File: src/rtl/efr_pkg.sv
`timescale 1ns / 1ps

package efr_pkg;

  // Frame geometry
  localparam int MAX_BODY = 30;
  localparam int MIN_BODY = 4;
  localparam int CNT_W    = $clog2(MAX_BODY + 1);
  localparam int IDX_W    = $clog2(MAX_BODY);
  localparam int PLEN_W   = 5;

  // Framing bytes
  localparam logic [7:0] FLAG_BYTE = 8'hAA;
  localparam logic [7:0] ESC_BYTE  = 8'hCC;

  // Configuration register indexes
  localparam logic CFG_STATION = 1'b0;
  localparam logic CFG_BCAST   = 1'b1;

  localparam logic [7:0] STATION_RST = 8'd1;
  localparam logic [7:0] BCAST_RST   = 8'd255;

  // Commands from controller to datapath
  typedef struct packed {
    logic clear;       // drop count and sum
    logic store;       // write current byte into the frame store
    logic drain_start; // latch length, rewind read index
    logic rd;          // read payload byte at the read index
    logic adv;         // step the read index
  } efr_cmd_t;

  // Status from datapath to controller
  typedef struct packed {
    logic is_flag;
    logic is_esc;
    logic full;        // store holds MAX_BODY bytes
    logic dest_bad;    // first body byte is a foreign address
    logic frame_good;  // length, source and checksum all pass
    logic idx_last;    // read index is on the final payload byte
  } efr_sts_t;

endpackage

File: src/rtl/efr_if.sv
`timescale 1ns / 1ps

interface efr_in_if;
  logic       valid;
  logic       ready;
  logic [7:0] rx_byte;

  modport source (output valid, output rx_byte, input ready);
  modport sink   (input valid, input rx_byte, output ready);
endinterface

interface efr_out_if;
  logic                      valid;
  logic                      ready;
  logic [7:0]                payload_byte;
  logic [7:0]                src_addr;
  logic [7:0]                dest_addr;
  logic [efr_pkg::PLEN_W-1:0] payload_len;
  logic                      last;
  logic                      addr_conflict;

  modport source (output valid, output payload_byte, output src_addr, output dest_addr,
                  output payload_len, output last, output addr_conflict, input ready);
  modport sink   (input valid, input payload_byte, input src_addr, input dest_addr,
                  input payload_len, input last, input addr_conflict, output ready);
endinterface

File: src/rtl/efr_datapath.sv
`timescale 1ns / 1ps

module efr_datapath (
  input  logic                       clk,
  input  logic                       rst_n,
  input  logic [7:0]                 rx_byte,
  input  efr_pkg::efr_cmd_t          cmd,
  output efr_pkg::efr_sts_t          sts,
  input  logic                       cfg_we,
  input  logic                       cfg_idx,
  input  logic [7:0]                 cfg_wdata,
  output logic [7:0]                 payload_byte,
  output logic [7:0]                 src_addr,
  output logic [7:0]                 dest_addr,
  output logic [efr_pkg::PLEN_W-1:0] payload_len,
  output logic                       last,
  output logic                       addr_conflict
);

  logic [7:0]                station_r;
  logic [7:0]                bcast_r;
  logic [efr_pkg::CNT_W-1:0] count_r;
  logic [15:0]               sum_r;
  logic [7:0]                dest_r;
  logic [7:0]                src_r;
  logic [7:0]                hi_r;
  logic [efr_pkg::CNT_W-1:0] len_r;
  logic [efr_pkg::IDX_W-1:0] idx_r;
  logic [7:0]                rdata_r;
  logic                      conflict_r;
  logic [7:0]                store_mem [efr_pkg::MAX_BODY];
  logic [15:0]               total;
  logic [efr_pkg::CNT_W-1:0] idx_plus1;
  logic [efr_pkg::IDX_W-1:0] rd_addr;

  // Configuration registers
  always_ff @(posedge clk) begin
    if (!rst_n) begin
      station_r <= efr_pkg::STATION_RST;
      bcast_r   <= efr_pkg::BCAST_RST;
    end else if (cfg_we) begin
      if (cfg_idx == efr_pkg::CFG_STATION) station_r <= cfg_wdata;
      else                                 bcast_r   <= cfg_wdata;
    end
  end

  // Body count and running sum
  always_ff @(posedge clk) begin
    if (!rst_n) begin
      count_r <= '0;
      sum_r   <= '0;
    end else if (cmd.clear) begin
      count_r <= '0;
      sum_r   <= '0;
    end else if (cmd.store) begin
      count_r <= count_r + 1'b1;
      sum_r   <= sum_r + {8'd0, rx_byte};
    end
  end

  // Keep header fields and the most recent byte (checksum high byte at the footer)
  always_ff @(posedge clk) begin
    if (cmd.store) begin
      hi_r <= rx_byte;
      if (count_r == efr_pkg::CNT_W'(0)) dest_r <= rx_byte;
      if (count_r == efr_pkg::CNT_W'(1)) src_r  <= rx_byte;
    end
  end

  // Frame store, one write and one registered read port
  always_ff @(posedge clk) begin
    if (cmd.store) store_mem[count_r[efr_pkg::IDX_W-1:0]] <= rx_byte;
    if (cmd.rd)    rdata_r <= store_mem[rd_addr];
  end

  assign rd_addr   = efr_pkg::IDX_W'(idx_r + efr_pkg::IDX_W'(2));
  assign idx_plus1 = efr_pkg::CNT_W'(idx_r) + 1'b1;

  // Drain index, length and conflict flag
  always_ff @(posedge clk) begin
    if (!rst_n) begin
      idx_r <= '0;
    end else if (cmd.drain_start) begin
      idx_r <= '0;
    end else if (cmd.adv) begin
      idx_r <= idx_r + 1'b1;
    end
  end

  always_ff @(posedge clk) begin
    if (cmd.drain_start) begin
      len_r      <= count_r - efr_pkg::CNT_W'(efr_pkg::MIN_BODY);
      conflict_r <= (src_r == station_r);
    end
  end

  // Checksum: high byte carries weight 0x100, it was summed once already
  assign total = sum_r + {hi_r, 8'd0} - {8'd0, hi_r};

  always_comb begin
    sts.is_flag    = (rx_byte == efr_pkg::FLAG_BYTE);
    sts.is_esc     = (rx_byte == efr_pkg::ESC_BYTE);
    sts.full       = (count_r >= efr_pkg::CNT_W'(efr_pkg::MAX_BODY));
    sts.dest_bad   = (count_r == '0) && (rx_byte != station_r) && (rx_byte != bcast_r);
    sts.frame_good = (count_r > efr_pkg::CNT_W'(efr_pkg::MIN_BODY)) &&
                     (src_r != bcast_r) && (total == 16'd0);
    sts.idx_last   = (idx_plus1 == len_r);
  end

  assign payload_byte  = rdata_r;
  assign src_addr      = src_r;
  assign dest_addr     = dest_r;
  assign payload_len   = efr_pkg::PLEN_W'(len_r);
  assign last          = sts.idx_last;
  assign addr_conflict = conflict_r;

endmodule

File: src/rtl/efr_ctrl.sv
`timescale 1ns / 1ps

module efr_ctrl (
  input  logic              clk,
  input  logic              rst_n,
  input  logic              in_valid,
  output logic              in_ready,
  output logic              out_valid,
  input  logic              out_ready,
  input  efr_pkg::efr_sts_t sts,
  output efr_pkg::efr_cmd_t cmd
);

  typedef enum logic [4:0] {
    ST_HUNT = 5'b00001,
    ST_BODY = 5'b00010,
    ST_ESC  = 5'b00100,
    ST_READ = 5'b01000,
    ST_EMIT = 5'b10000
  } state_t;

  state_t state_r, state_nxt;
  logic   accept;

  assign in_ready  = (state_r == ST_HUNT) || (state_r == ST_BODY) || (state_r == ST_ESC);
  assign out_valid = (state_r == ST_EMIT);
  assign accept    = in_valid && in_ready;

  // Next state and commands
  always_comb begin
    state_nxt = state_r;
    cmd       = '0;
    case (state_r)
      ST_HUNT: begin
        if (accept && sts.is_flag) begin
          cmd.clear = 1'b1;
          state_nxt = ST_BODY;
        end
      end
      ST_BODY: begin
        if (accept) begin
          if (sts.is_flag) begin
            cmd.clear = 1'b1;
            if (sts.frame_good) begin
              cmd.drain_start = 1'b1;
              state_nxt       = ST_READ;
            end
          end else if (sts.is_esc) begin
            state_nxt = ST_ESC;
          end else if (sts.full) begin
            state_nxt = ST_HUNT;
          end else begin
            cmd.store = 1'b1;
            if (sts.dest_bad) state_nxt = ST_HUNT;
          end
        end
      end
      ST_ESC: begin
        if (accept) begin
          if (sts.full) begin
            state_nxt = ST_HUNT;
          end else begin
            cmd.store = 1'b1;
            state_nxt = sts.dest_bad ? ST_HUNT : ST_BODY;
          end
        end
      end
      ST_READ: begin
        cmd.rd    = 1'b1;
        state_nxt = ST_EMIT;
      end
      ST_EMIT: begin
        if (out_ready) begin
          if (sts.idx_last) begin
            state_nxt = ST_BODY;
          end else begin
            cmd.adv   = 1'b1;
            state_nxt = ST_READ;
          end
        end
      end
      default: state_nxt = ST_HUNT;
    endcase
  end

  always_ff @(posedge clk) begin
    if (!rst_n) state_r <= ST_HUNT;
    else        state_r <= state_nxt;
  end

  a_state_onehot: assert property (@(posedge clk) disable iff (!rst_n) $onehot(state_r))
    else $error("controller state not one-hot");

  a_no_store_in_drain: assert property (@(posedge clk) disable iff (!rst_n)
    out_valid |-> !(cmd.store || cmd.clear))
    else $error("frame store touched while draining");

  a_emit_after_read: assert property (@(posedge clk) disable iff (!rst_n)
    $rose(out_valid) |-> $past(cmd.rd))
    else $error("item shown without a store read");

  a_drain_on_flag: assert property (@(posedge clk) disable iff (!rst_n)
    cmd.drain_start |-> (accept && sts.is_flag))
    else $error("drain started without a footer");

endmodule

File: src/rtl/escaped_frame_receiver.sv
`timescale 1ns / 1ps

// Channel | Dir | Fields
// in_ch   | in  | rx_byte[7:0]
// out_ch  | out | payload_byte[7:0] src_addr[7:0] dest_addr[7:0] payload_len[4:0]
//         |     | last addr_conflict
// cfg     | in  | cfg_we cfg_idx (0 station, 1 broadcast) cfg_wdata[7:0]
//
// An input byte is taken whenever the receiver is not draining.
// A good footer starts a drain of N payload items, each a store read and
// then an output, during which no input byte is taken.
// Synchronous active-low reset clears the controller, count, sum, read index and
// config; the frame store is not cleared. A stalled output item holds until taken.
module escaped_frame_receiver (
  input  logic       clk,
  input  logic       rst_n,
  efr_in_if.sink     in_ch,
  efr_out_if.source  out_ch,
  input  logic       cfg_we,
  input  logic       cfg_idx,
  input  logic [7:0] cfg_wdata
);

  efr_pkg::efr_cmd_t cmd;
  efr_pkg::efr_sts_t sts;

  efr_ctrl u_ctrl (
    .clk       (clk),
    .rst_n     (rst_n),
    .in_valid  (in_ch.valid),
    .in_ready  (in_ch.ready),
    .out_valid (out_ch.valid),
    .out_ready (out_ch.ready),
    .sts       (sts),
    .cmd       (cmd)
  );

  efr_datapath u_dp (
    .clk           (clk),
    .rst_n         (rst_n),
    .rx_byte       (in_ch.rx_byte),
    .cmd           (cmd),
    .sts           (sts),
    .cfg_we        (cfg_we),
    .cfg_idx       (cfg_idx),
    .cfg_wdata     (cfg_wdata),
    .payload_byte  (out_ch.payload_byte),
    .src_addr      (out_ch.src_addr),
    .dest_addr     (out_ch.dest_addr),
    .payload_len   (out_ch.payload_len),
    .last          (out_ch.last),
    .addr_conflict (out_ch.addr_conflict)
  );

endmodule

File: src/flat_wrapper.sv
// flat-port wrapper written by rule: the top's interface ports become plain ports
module escaped_frame_receiver_flat 
  (clk, rst_n, cfg_we, cfg_idx, cfg_wdata, in_ch_valid, in_ch_rx_byte, in_ch_ready, out_ch_valid, out_ch_payload_byte, out_ch_src_addr, out_ch_dest_addr, out_ch_payload_len, out_ch_last, out_ch_addr_conflict, out_ch_ready);
  efr_in_if in_ch_i ();
  efr_out_if out_ch_i ();
  input  logic clk;
  input  logic rst_n;
  input  logic cfg_we;
  input  logic cfg_idx;
  input  logic [7:0] cfg_wdata;
  input wire logic [$bits(in_ch_i.valid)-1:0] in_ch_valid;
  input wire logic [$bits(in_ch_i.rx_byte)-1:0] in_ch_rx_byte;
  output wire logic [$bits(in_ch_i.ready)-1:0] in_ch_ready;
  output wire logic [$bits(out_ch_i.valid)-1:0] out_ch_valid;
  output wire logic [$bits(out_ch_i.payload_byte)-1:0] out_ch_payload_byte;
  output wire logic [$bits(out_ch_i.src_addr)-1:0] out_ch_src_addr;
  output wire logic [$bits(out_ch_i.dest_addr)-1:0] out_ch_dest_addr;
  output wire logic [$bits(out_ch_i.payload_len)-1:0] out_ch_payload_len;
  output wire logic [$bits(out_ch_i.last)-1:0] out_ch_last;
  output wire logic [$bits(out_ch_i.addr_conflict)-1:0] out_ch_addr_conflict;
  input wire logic [$bits(out_ch_i.ready)-1:0] out_ch_ready;
  assign in_ch_i.valid = in_ch_valid;
  assign in_ch_i.rx_byte = in_ch_rx_byte;
  assign in_ch_ready = in_ch_i.ready;
  assign out_ch_valid = out_ch_i.valid;
  assign out_ch_payload_byte = out_ch_i.payload_byte;
  assign out_ch_src_addr = out_ch_i.src_addr;
  assign out_ch_dest_addr = out_ch_i.dest_addr;
  assign out_ch_payload_len = out_ch_i.payload_len;
  assign out_ch_last = out_ch_i.last;
  assign out_ch_addr_conflict = out_ch_i.addr_conflict;
  assign out_ch_i.ready = out_ch_ready;
  escaped_frame_receiver u_core (.clk(clk), .rst_n(rst_n), .in_ch(in_ch_i), .out_ch(out_ch_i), .cfg_we(cfg_we), .cfg_idx(cfg_idx), .cfg_wdata(cfg_wdata));
endmodule
File: config.mk
export PLATFORM = sky130hd
export DESIGN_NAME = escaped_frame_receiver_flat
export DESIGN_NICKNAME = d
export VERILOG_FILES = /design/src/rtl/efr_pkg.sv /design/src/rtl/efr_if.sv /design/src/rtl/efr_datapath.sv /design/src/rtl/efr_ctrl.sv /design/src/rtl/escaped_frame_receiver.sv /design/src/flat_wrapper.sv
export SDC_FILE = /design/constraint.sdc
export NUM_CORES = 1
export LEC_CHECK = 0
export BUFFER_PORTS_ARGS = -buffer_cell sky130_fd_sc_hd__buf_2
export CAP_MARGIN = 20
export CELL_PAD_IN_SITES_DETAIL_PLACEMENT = 1
export CELL_PAD_IN_SITES_GLOBAL_PLACEMENT = 1
export CORE_MARGIN = 2
export CORE_UTILIZATION = 45
export CTS_BUF_LIST = sky130_fd_sc_hd__clkbuf_16
export DETAILED_ROUTE_END_ITERATION = 8
export PLACE_DENSITY_LB_ADDON = 0.1
export SETUP_SLACK_MARGIN = 0.1
export SYNTH_ARGS = -nofsm -noshare
export SYNTH_HDL_FRONTEND = slang
export SYNTH_SLANG_ARGS = --single-unit
File: constraint.sdc
create_clock -name clk -period 4.15 [get_ports clk]
set_input_delay 0.2075 -clock clk [delete_from_list [all_inputs] [get_ports clk]]
set_output_delay 0.2075 -clock clk [all_outputs]
set_load 0.05 [all_outputs]
* Word-level counts from Yosys, hierarchy flattened *
Memory sizes are Yosys's and may differ from the RTL's. A register that Yosys moved wholly into a read port is not among the register bits.
Cells that the tools add are included.

word-level totals
  register bits after elaboration = 77
  latch bits = 0
  RAM bits = 240
  ROM bits = 0
  input port bits = 22
  output and inout port bits = 33
  logic and storage cells = 90
  memories kept = 1

memories
  memory                 depth  width  rd ports  clocked after Yosys merged registers in  wr ports  line                text
  u_core.u_dp.store_mem  30     8      1         1                                        1         efr_datapath.sv:31  logic [7:0] store_mem [efr_pkg::MAX_BODY];

cells by class
  add/sub/neg operators = 7
  $mul = 0
  div/mod/pow operators = 0
  $lt $le $gt $ge = 2
  eq/ne operators = 19
  shift-type cells = 0
  muxes and demuxes = 31
  bitwise gates (word level) = 2
  reductions and logical operators = 17

operators with widths
  kind                                                                              count
  5-bit two-way mux                                                                 9
  5-bit case mux with 5 select lines                                                1
  8-bit inequality test                                                             3
  16-bit adder                                                                      1
  16-bit by 8-bit adder with 16-bit output                                          1
  8-bit == test (second input constant)                                             2
  16-bit logical NOT                                                                1
  16-bit by 8-bit subtractor with 16-bit output                                     1
  1-bit two-way mux                                                                 15
  5-bit by 1-bit adder with 5-bit output (second input constant)                    2
  5-bit by 1-bit == test with 1-bit output (second input constant)                  2
  8-bit == test                                                                     1
  2-bit AND reduction                                                               4
  1-bit logical AND                                                                 6
  6-bit AND reduction                                                               1
  5-bit by 2-bit adder with 5-bit output (second input constant)                    1
  5-bit by 2-bit == test with 1-bit output (second input constant)                  1
  5-bit by 3-bit == test with 1-bit output (second input constant)                  1
  5-bit by 4-bit == test with 1-bit output (second input constant)                  1
  5-bit == test                                                                     1
  5-bit == test (second input constant)                                             1
  5-bit greater-or-equal comparator (second input constant)                         1
  5-bit by 3-bit greater-than comparator with 1-bit output (second input constant)  1
  5-bit logical NOT                                                                 1
  12 further kinds                                                                  19

* Logic depth before layout (Yosys ltp) *
  word-level depth = 10
  mapped depth = 14
  gate-level depth less buffers = 14

* Modules after synthesis *
From an unflattened synthesis, not the netlist that was laid out.

second synthesis, totals
  cell total of the unflattened synthesis = 957
  area, all modules = 14,606.5 sq um

by module, submodules not included
  module        instances  cells an instance  area an instance (sq um)  sequential area each (sq um)
  efr_datapath  1          893                14,106.0                  9,188.8
  efr_ctrl      1          64                 500.5                     100.1

* Worst setup path before layout *
No wires, ideal clock.

  path type = register -> register
  start point = register u_core.u_dp.hi_r[1]
  end point = register u_core.u_dp.conflict_r, in the netlist u_core.u_dp.addr_conflict, enable pin
  arrival = 3,237 ps
  required time = 3,830 ps
  path slack = 593 ps
  stages on the path, launching flop included = 14
  path through = edfxtp_1 -> inv_1 -> ha_1 -> ha_1 -> inv_1 -> fa_1 -> and2b_1 -> o31a_1 -> nor4_1 -> mux2_2 -> nand4bb_1 -> or4b_1 -> nor4b_1 -> and3_1

RTL lines
  element                 line                text
  start, declared         efr_datapath.sv:26  logic [7:0] hi_r;
  start signal, assigned  efr_datapath.sv:64  hi_r <= rx_byte;
  end signal, assigned    efr_datapath.sv:93  conflict_r <= (src_r == station_r);
  end, declared           efr_datapath.sv:30  logic conflict_r;

==> impl_summary.log <==
[metrics] status: complete, no violations
[metrics] ys async rst share: 0%
[metrics] Clk pin slew, worst setup/hold paths: approximately 60 ps
[metrics] CTS tree: built
[metrics] synth-to-layout area growth: 13.82%
[metrics] Slew Limit Headroom: about 34%
[metrics] # Post-CTS Setup Buffers: 0
[metrics] summed negative setup slack over all endpoints: 0 ps
[metrics] final weighted congestion in routability-driven placement: 0.7934
[metrics] vias in the first global route: 8958
[metrics] area taken by flip-flops and latches: 9294 um2
[metrics] final worst-path cycle share: between 90% and 100%
[metrics] core box area: roughly 32000 um2
[metrics] number of buffers on the longest clock path: 3
[metrics] Place WS: about 190 ps
[metrics] EDFF count, synth: approximately 280
[metrics] post-synthesis instance area: 14610 um2
[metrics] Synth Warn #: 0
[metrics] gr usage total: 21.33%
[metrics] clk_skew: 25.90 ps
[metrics] Seq/Total Area, Yosys: 63.59%
[metrics] floorplan die area: 33920 um2
[metrics] Port Buf Inserts: 54
[metrics] max-slew violations: 0
[metrics] Final Instance Area: 16630 um2
[metrics] Tmin final: roughly 3800 ps
[metrics] cts bufs inserted: 36
[metrics] DR iter-0 viols: around 550
[metrics] Synth Area per Inst: 15.14 um2
[metrics] Synth area leaders: edfxtp_1 (57%), mux4_2 (11%), dfxtp_1 (6.4%)
[metrics] non-filler cells, final: 1506
[metrics] overflow left after global routing: 0
[metrics] clock latency reported for the late side of the worst-skew pair: 520 ps
[metrics] Critical Setup Path Class: reg -> reg
[metrics] top-area cell type share of the netlist area: 57.15%
[metrics] number of antenna violations at the first check in global routing: 0
[metrics] Inst Count DP: 1434
[metrics] H-tree level count: 2
[metrics] post-synthesis cell count: 965
[metrics] post-route core utilization: a little over half
[metrics] detailed-routing iteration count for the pre-antenna-repair pass: 5
[metrics] clock root buffer: clkbuf_16
[metrics] CP arrival: 4030 ps
[metrics] worst flop-to-flop path startpoint: u_core.u_dp.hi_r[1]
[metrics] leak pwr: ~5.7 nW
[metrics] Required @ worst endpoint: 4360 ps
[metrics] startpoint types: flip-flop
[metrics] average routed wire per standard cell: ~23 um
[metrics] R2R setup slack: 320 ps
[metrics] count of max-cap constraint violations: 0
[metrics] worst hold slack: 105.8 ps
[metrics] largest net degree at the start of global routing: 49
[metrics] CP max FO: 6
[metrics] total placed instance area: ~15000 um2
[metrics] I/O pin total: 55
[metrics] vias after detailed routing: 8299
[metrics] Cell variety after synth: between 60 and 70
[metrics] fin nets: 1115
[metrics] wire length of the first global-routing pass: 54170 um
[metrics] DRC violations left: 0
[metrics] vertical die dimension: 184.2 um
[metrics] critical path endpoint category: flip-flop
[metrics] most common flop cell mapped by yosys: edfxtp_1
[metrics] x dimension of the die: 184.2 um
[metrics] reg2reg path depth: 13
[metrics] vias per inst: 5.511
[metrics] unrepaired setup endpoints after global routing: no
[metrics] list of most frequent post-synthesis cells: edfxtp_1 (278), nor2_1 (79), mux4_2 (72)
[metrics] termination of the worst setup path: u_core.u_dp.payload_len[4]
[metrics] total chip power: 7.015 mW
[metrics] actual slew at the worst max-slew pin: between 900 and 1000 ps
[metrics] row count: 65
[metrics] initial core utilization: 45.94%
[metrics] syn nets: 1035
[metrics] total routed wirelength: roughly 35000 um
[metrics] clock sink total: about 330
[metrics] final worst setup slack: ~320 ps
[metrics] multi-input logic area: ~5000 um2
[metrics] FILL cells: between 3000 and 4000
[metrics] antenna-violating nets left: 0
[metrics] ant diodes: 0
[metrics] Final Hold Vio Count: 0
[metrics] worst min-delay path category: in -> reg
[metrics] DP HPWL: 23790 um
[metrics] power density over cell area: 421.9 nW/um2
[metrics] Reg2Reg Capture Point: u_core.u_dp.payload_len[4]
[metrics] #FFs+latches synth: 325
[metrics] worst setup path start: u_core.u_dp.hi_r[1]
[metrics] final count of negative-setup-slack endpoints: 0
[metrics] largest voltage drop on the vdd net: 0.0002499 V
[metrics] maximum operating frequency: between 200 and 300 MHz
[metrics] most frequent cell after synthesis: edfxtp_1
[metrics] top cell type by total area after synthesis: edfxtp_1
[metrics] fraction of final layout cells with drive strength greater than 1: 20.63%
[power by group]
part / internal, mW / switching [mW] / total, mW
Sequential: 3.56 / 0.0310 / 3.59
Combinational: 0.129 / 0.238 / 0.367
Clock: 1.78 / 1.27 / 3.05
[cells in the final DEF (no fill, tap or decap), types with 8 or more instances in the layout]
| master | instances |
|---|---|
| a21boi_0 | 9 |
| a21o_1 | 11 |
| a21oi_1 | 16 |
| buf_2 | 54 |
| buf_4 | 16 |
| clkbuf_16 | 38 |
| clkinv_1 | 9 |
| dfxtp_1 | 45 |
| dlygate4sd3_1 | 8 |
| edfxtp_1 | 278 |
| ha_1 | 46 |
| inv_1 | 54 |
| mux2_2 | 17 |
| mux2i_1 | 10 |
| mux4_2 | 72 |
| nand2_1 | 67 |
| nand3_1 | 26 |
| nand4_1 | 12 |
| nor2_1 | 79 |
| o21a_1 | 8 |
| o21ai_0 | 15 |
| xnor2_1 | 49 |
| xor2_1 | 15 |
[area by class of cell]
type / count / share of cell area [%]
clock inverter: 26 / 1.106
sequential: 325 / 55.90
clock buffer: 38 / 5.719
tap: 435 / 3.273
multi-input combinational: 556 / 30.09
inverter: 48 / 1.084
timing repair buffer: 78 / 2.829
[state kept, by name, indices dropped and copies added (netlist names)]
| register | flops |
|---|---|
| u_core.u_dp.station_r | 8 |
| u_core.u_dp.sum_r | 16 |
| u_core.u_dp.count_r | 5 |
| u_core.u_dp.payload_byte | 8 |
| u_core.u_dp.hi_r | 8 |
| u_core.u_dp.addr_conflict | 1 |
| u_core.u_dp.dest_addr | 8 |
| u_core.u_dp.payload_len | 5 |
| u_core.u_dp.store_mem | 240 |
| u_core.u_dp.bcast_r | 8 |
| u_core.u_dp.idx_r | 5 |
| u_core.u_dp.src_addr | 8 |
| u_core.u_ctrl.state_r | 5 |
[worst max-delay path, cell delays in order (launching register included)]
cell and delay (ps):
edfxtp_1 380, inv_1 110, ha_1 240, ha_1 210, inv_1 70, fa_1 190
and2b_1 230, o31a_1 250, nor4_1 200, mux2_2 380, nand4bb_1 190, or4b_1 550
nor4b_2 260, and3_4 280
[per-layer routing]
layer	track usage [%]	vias to the layer above	routed length, um
li1	-	3853	-
met5	0	-	0
met1	30.48	4262	16410
met3	2.786	44	1191
met2	35.05	140	16680
met4	4.832	0	669
[how the worst min path moves through the flow]
stage                                start                  endpoint  depth (start not counted)
final                              cfg_idx  u_core.u_dp.station_r[5]                          4
after global placement        cfg_wdata[4]    u_core.u_dp.bcast_r[4]                          3
after CTS                          cfg_idx  u_core.u_dp.station_r[5]                          4
after floorplan           in_ch_rx_byte[0]  u_core.u_dp.dest_addr[0]                          0
after global routing               cfg_idx  u_core.u_dp.station_r[7]                          4
after detailed placement      cfg_wdata[2]    u_core.u_dp.bcast_r[2]                          3
[kinds of logic (layout without fill, tap and decap cells)]
family,Yosys count,count (layout),synth area share (%)
muxes,99,99,13.10
adders and majority gates,48,48,4.214
DFF,325,325,63.59
buffers and inverters,84,190,2.287
xor gates and xnor gates,65,65,3.897
AOI/OAI and AO/OA,101,101,4.788
and+or+nand+nor,243,243,8.128
[timing repair]
action                                 CTS  global route
endpoints found under the hold margin   16             0
hold buffers                             8             0
setup endpoints to repair                0             6
resized for setup                        0             3
No activity file was read; power rests on OpenSTA's default activity.
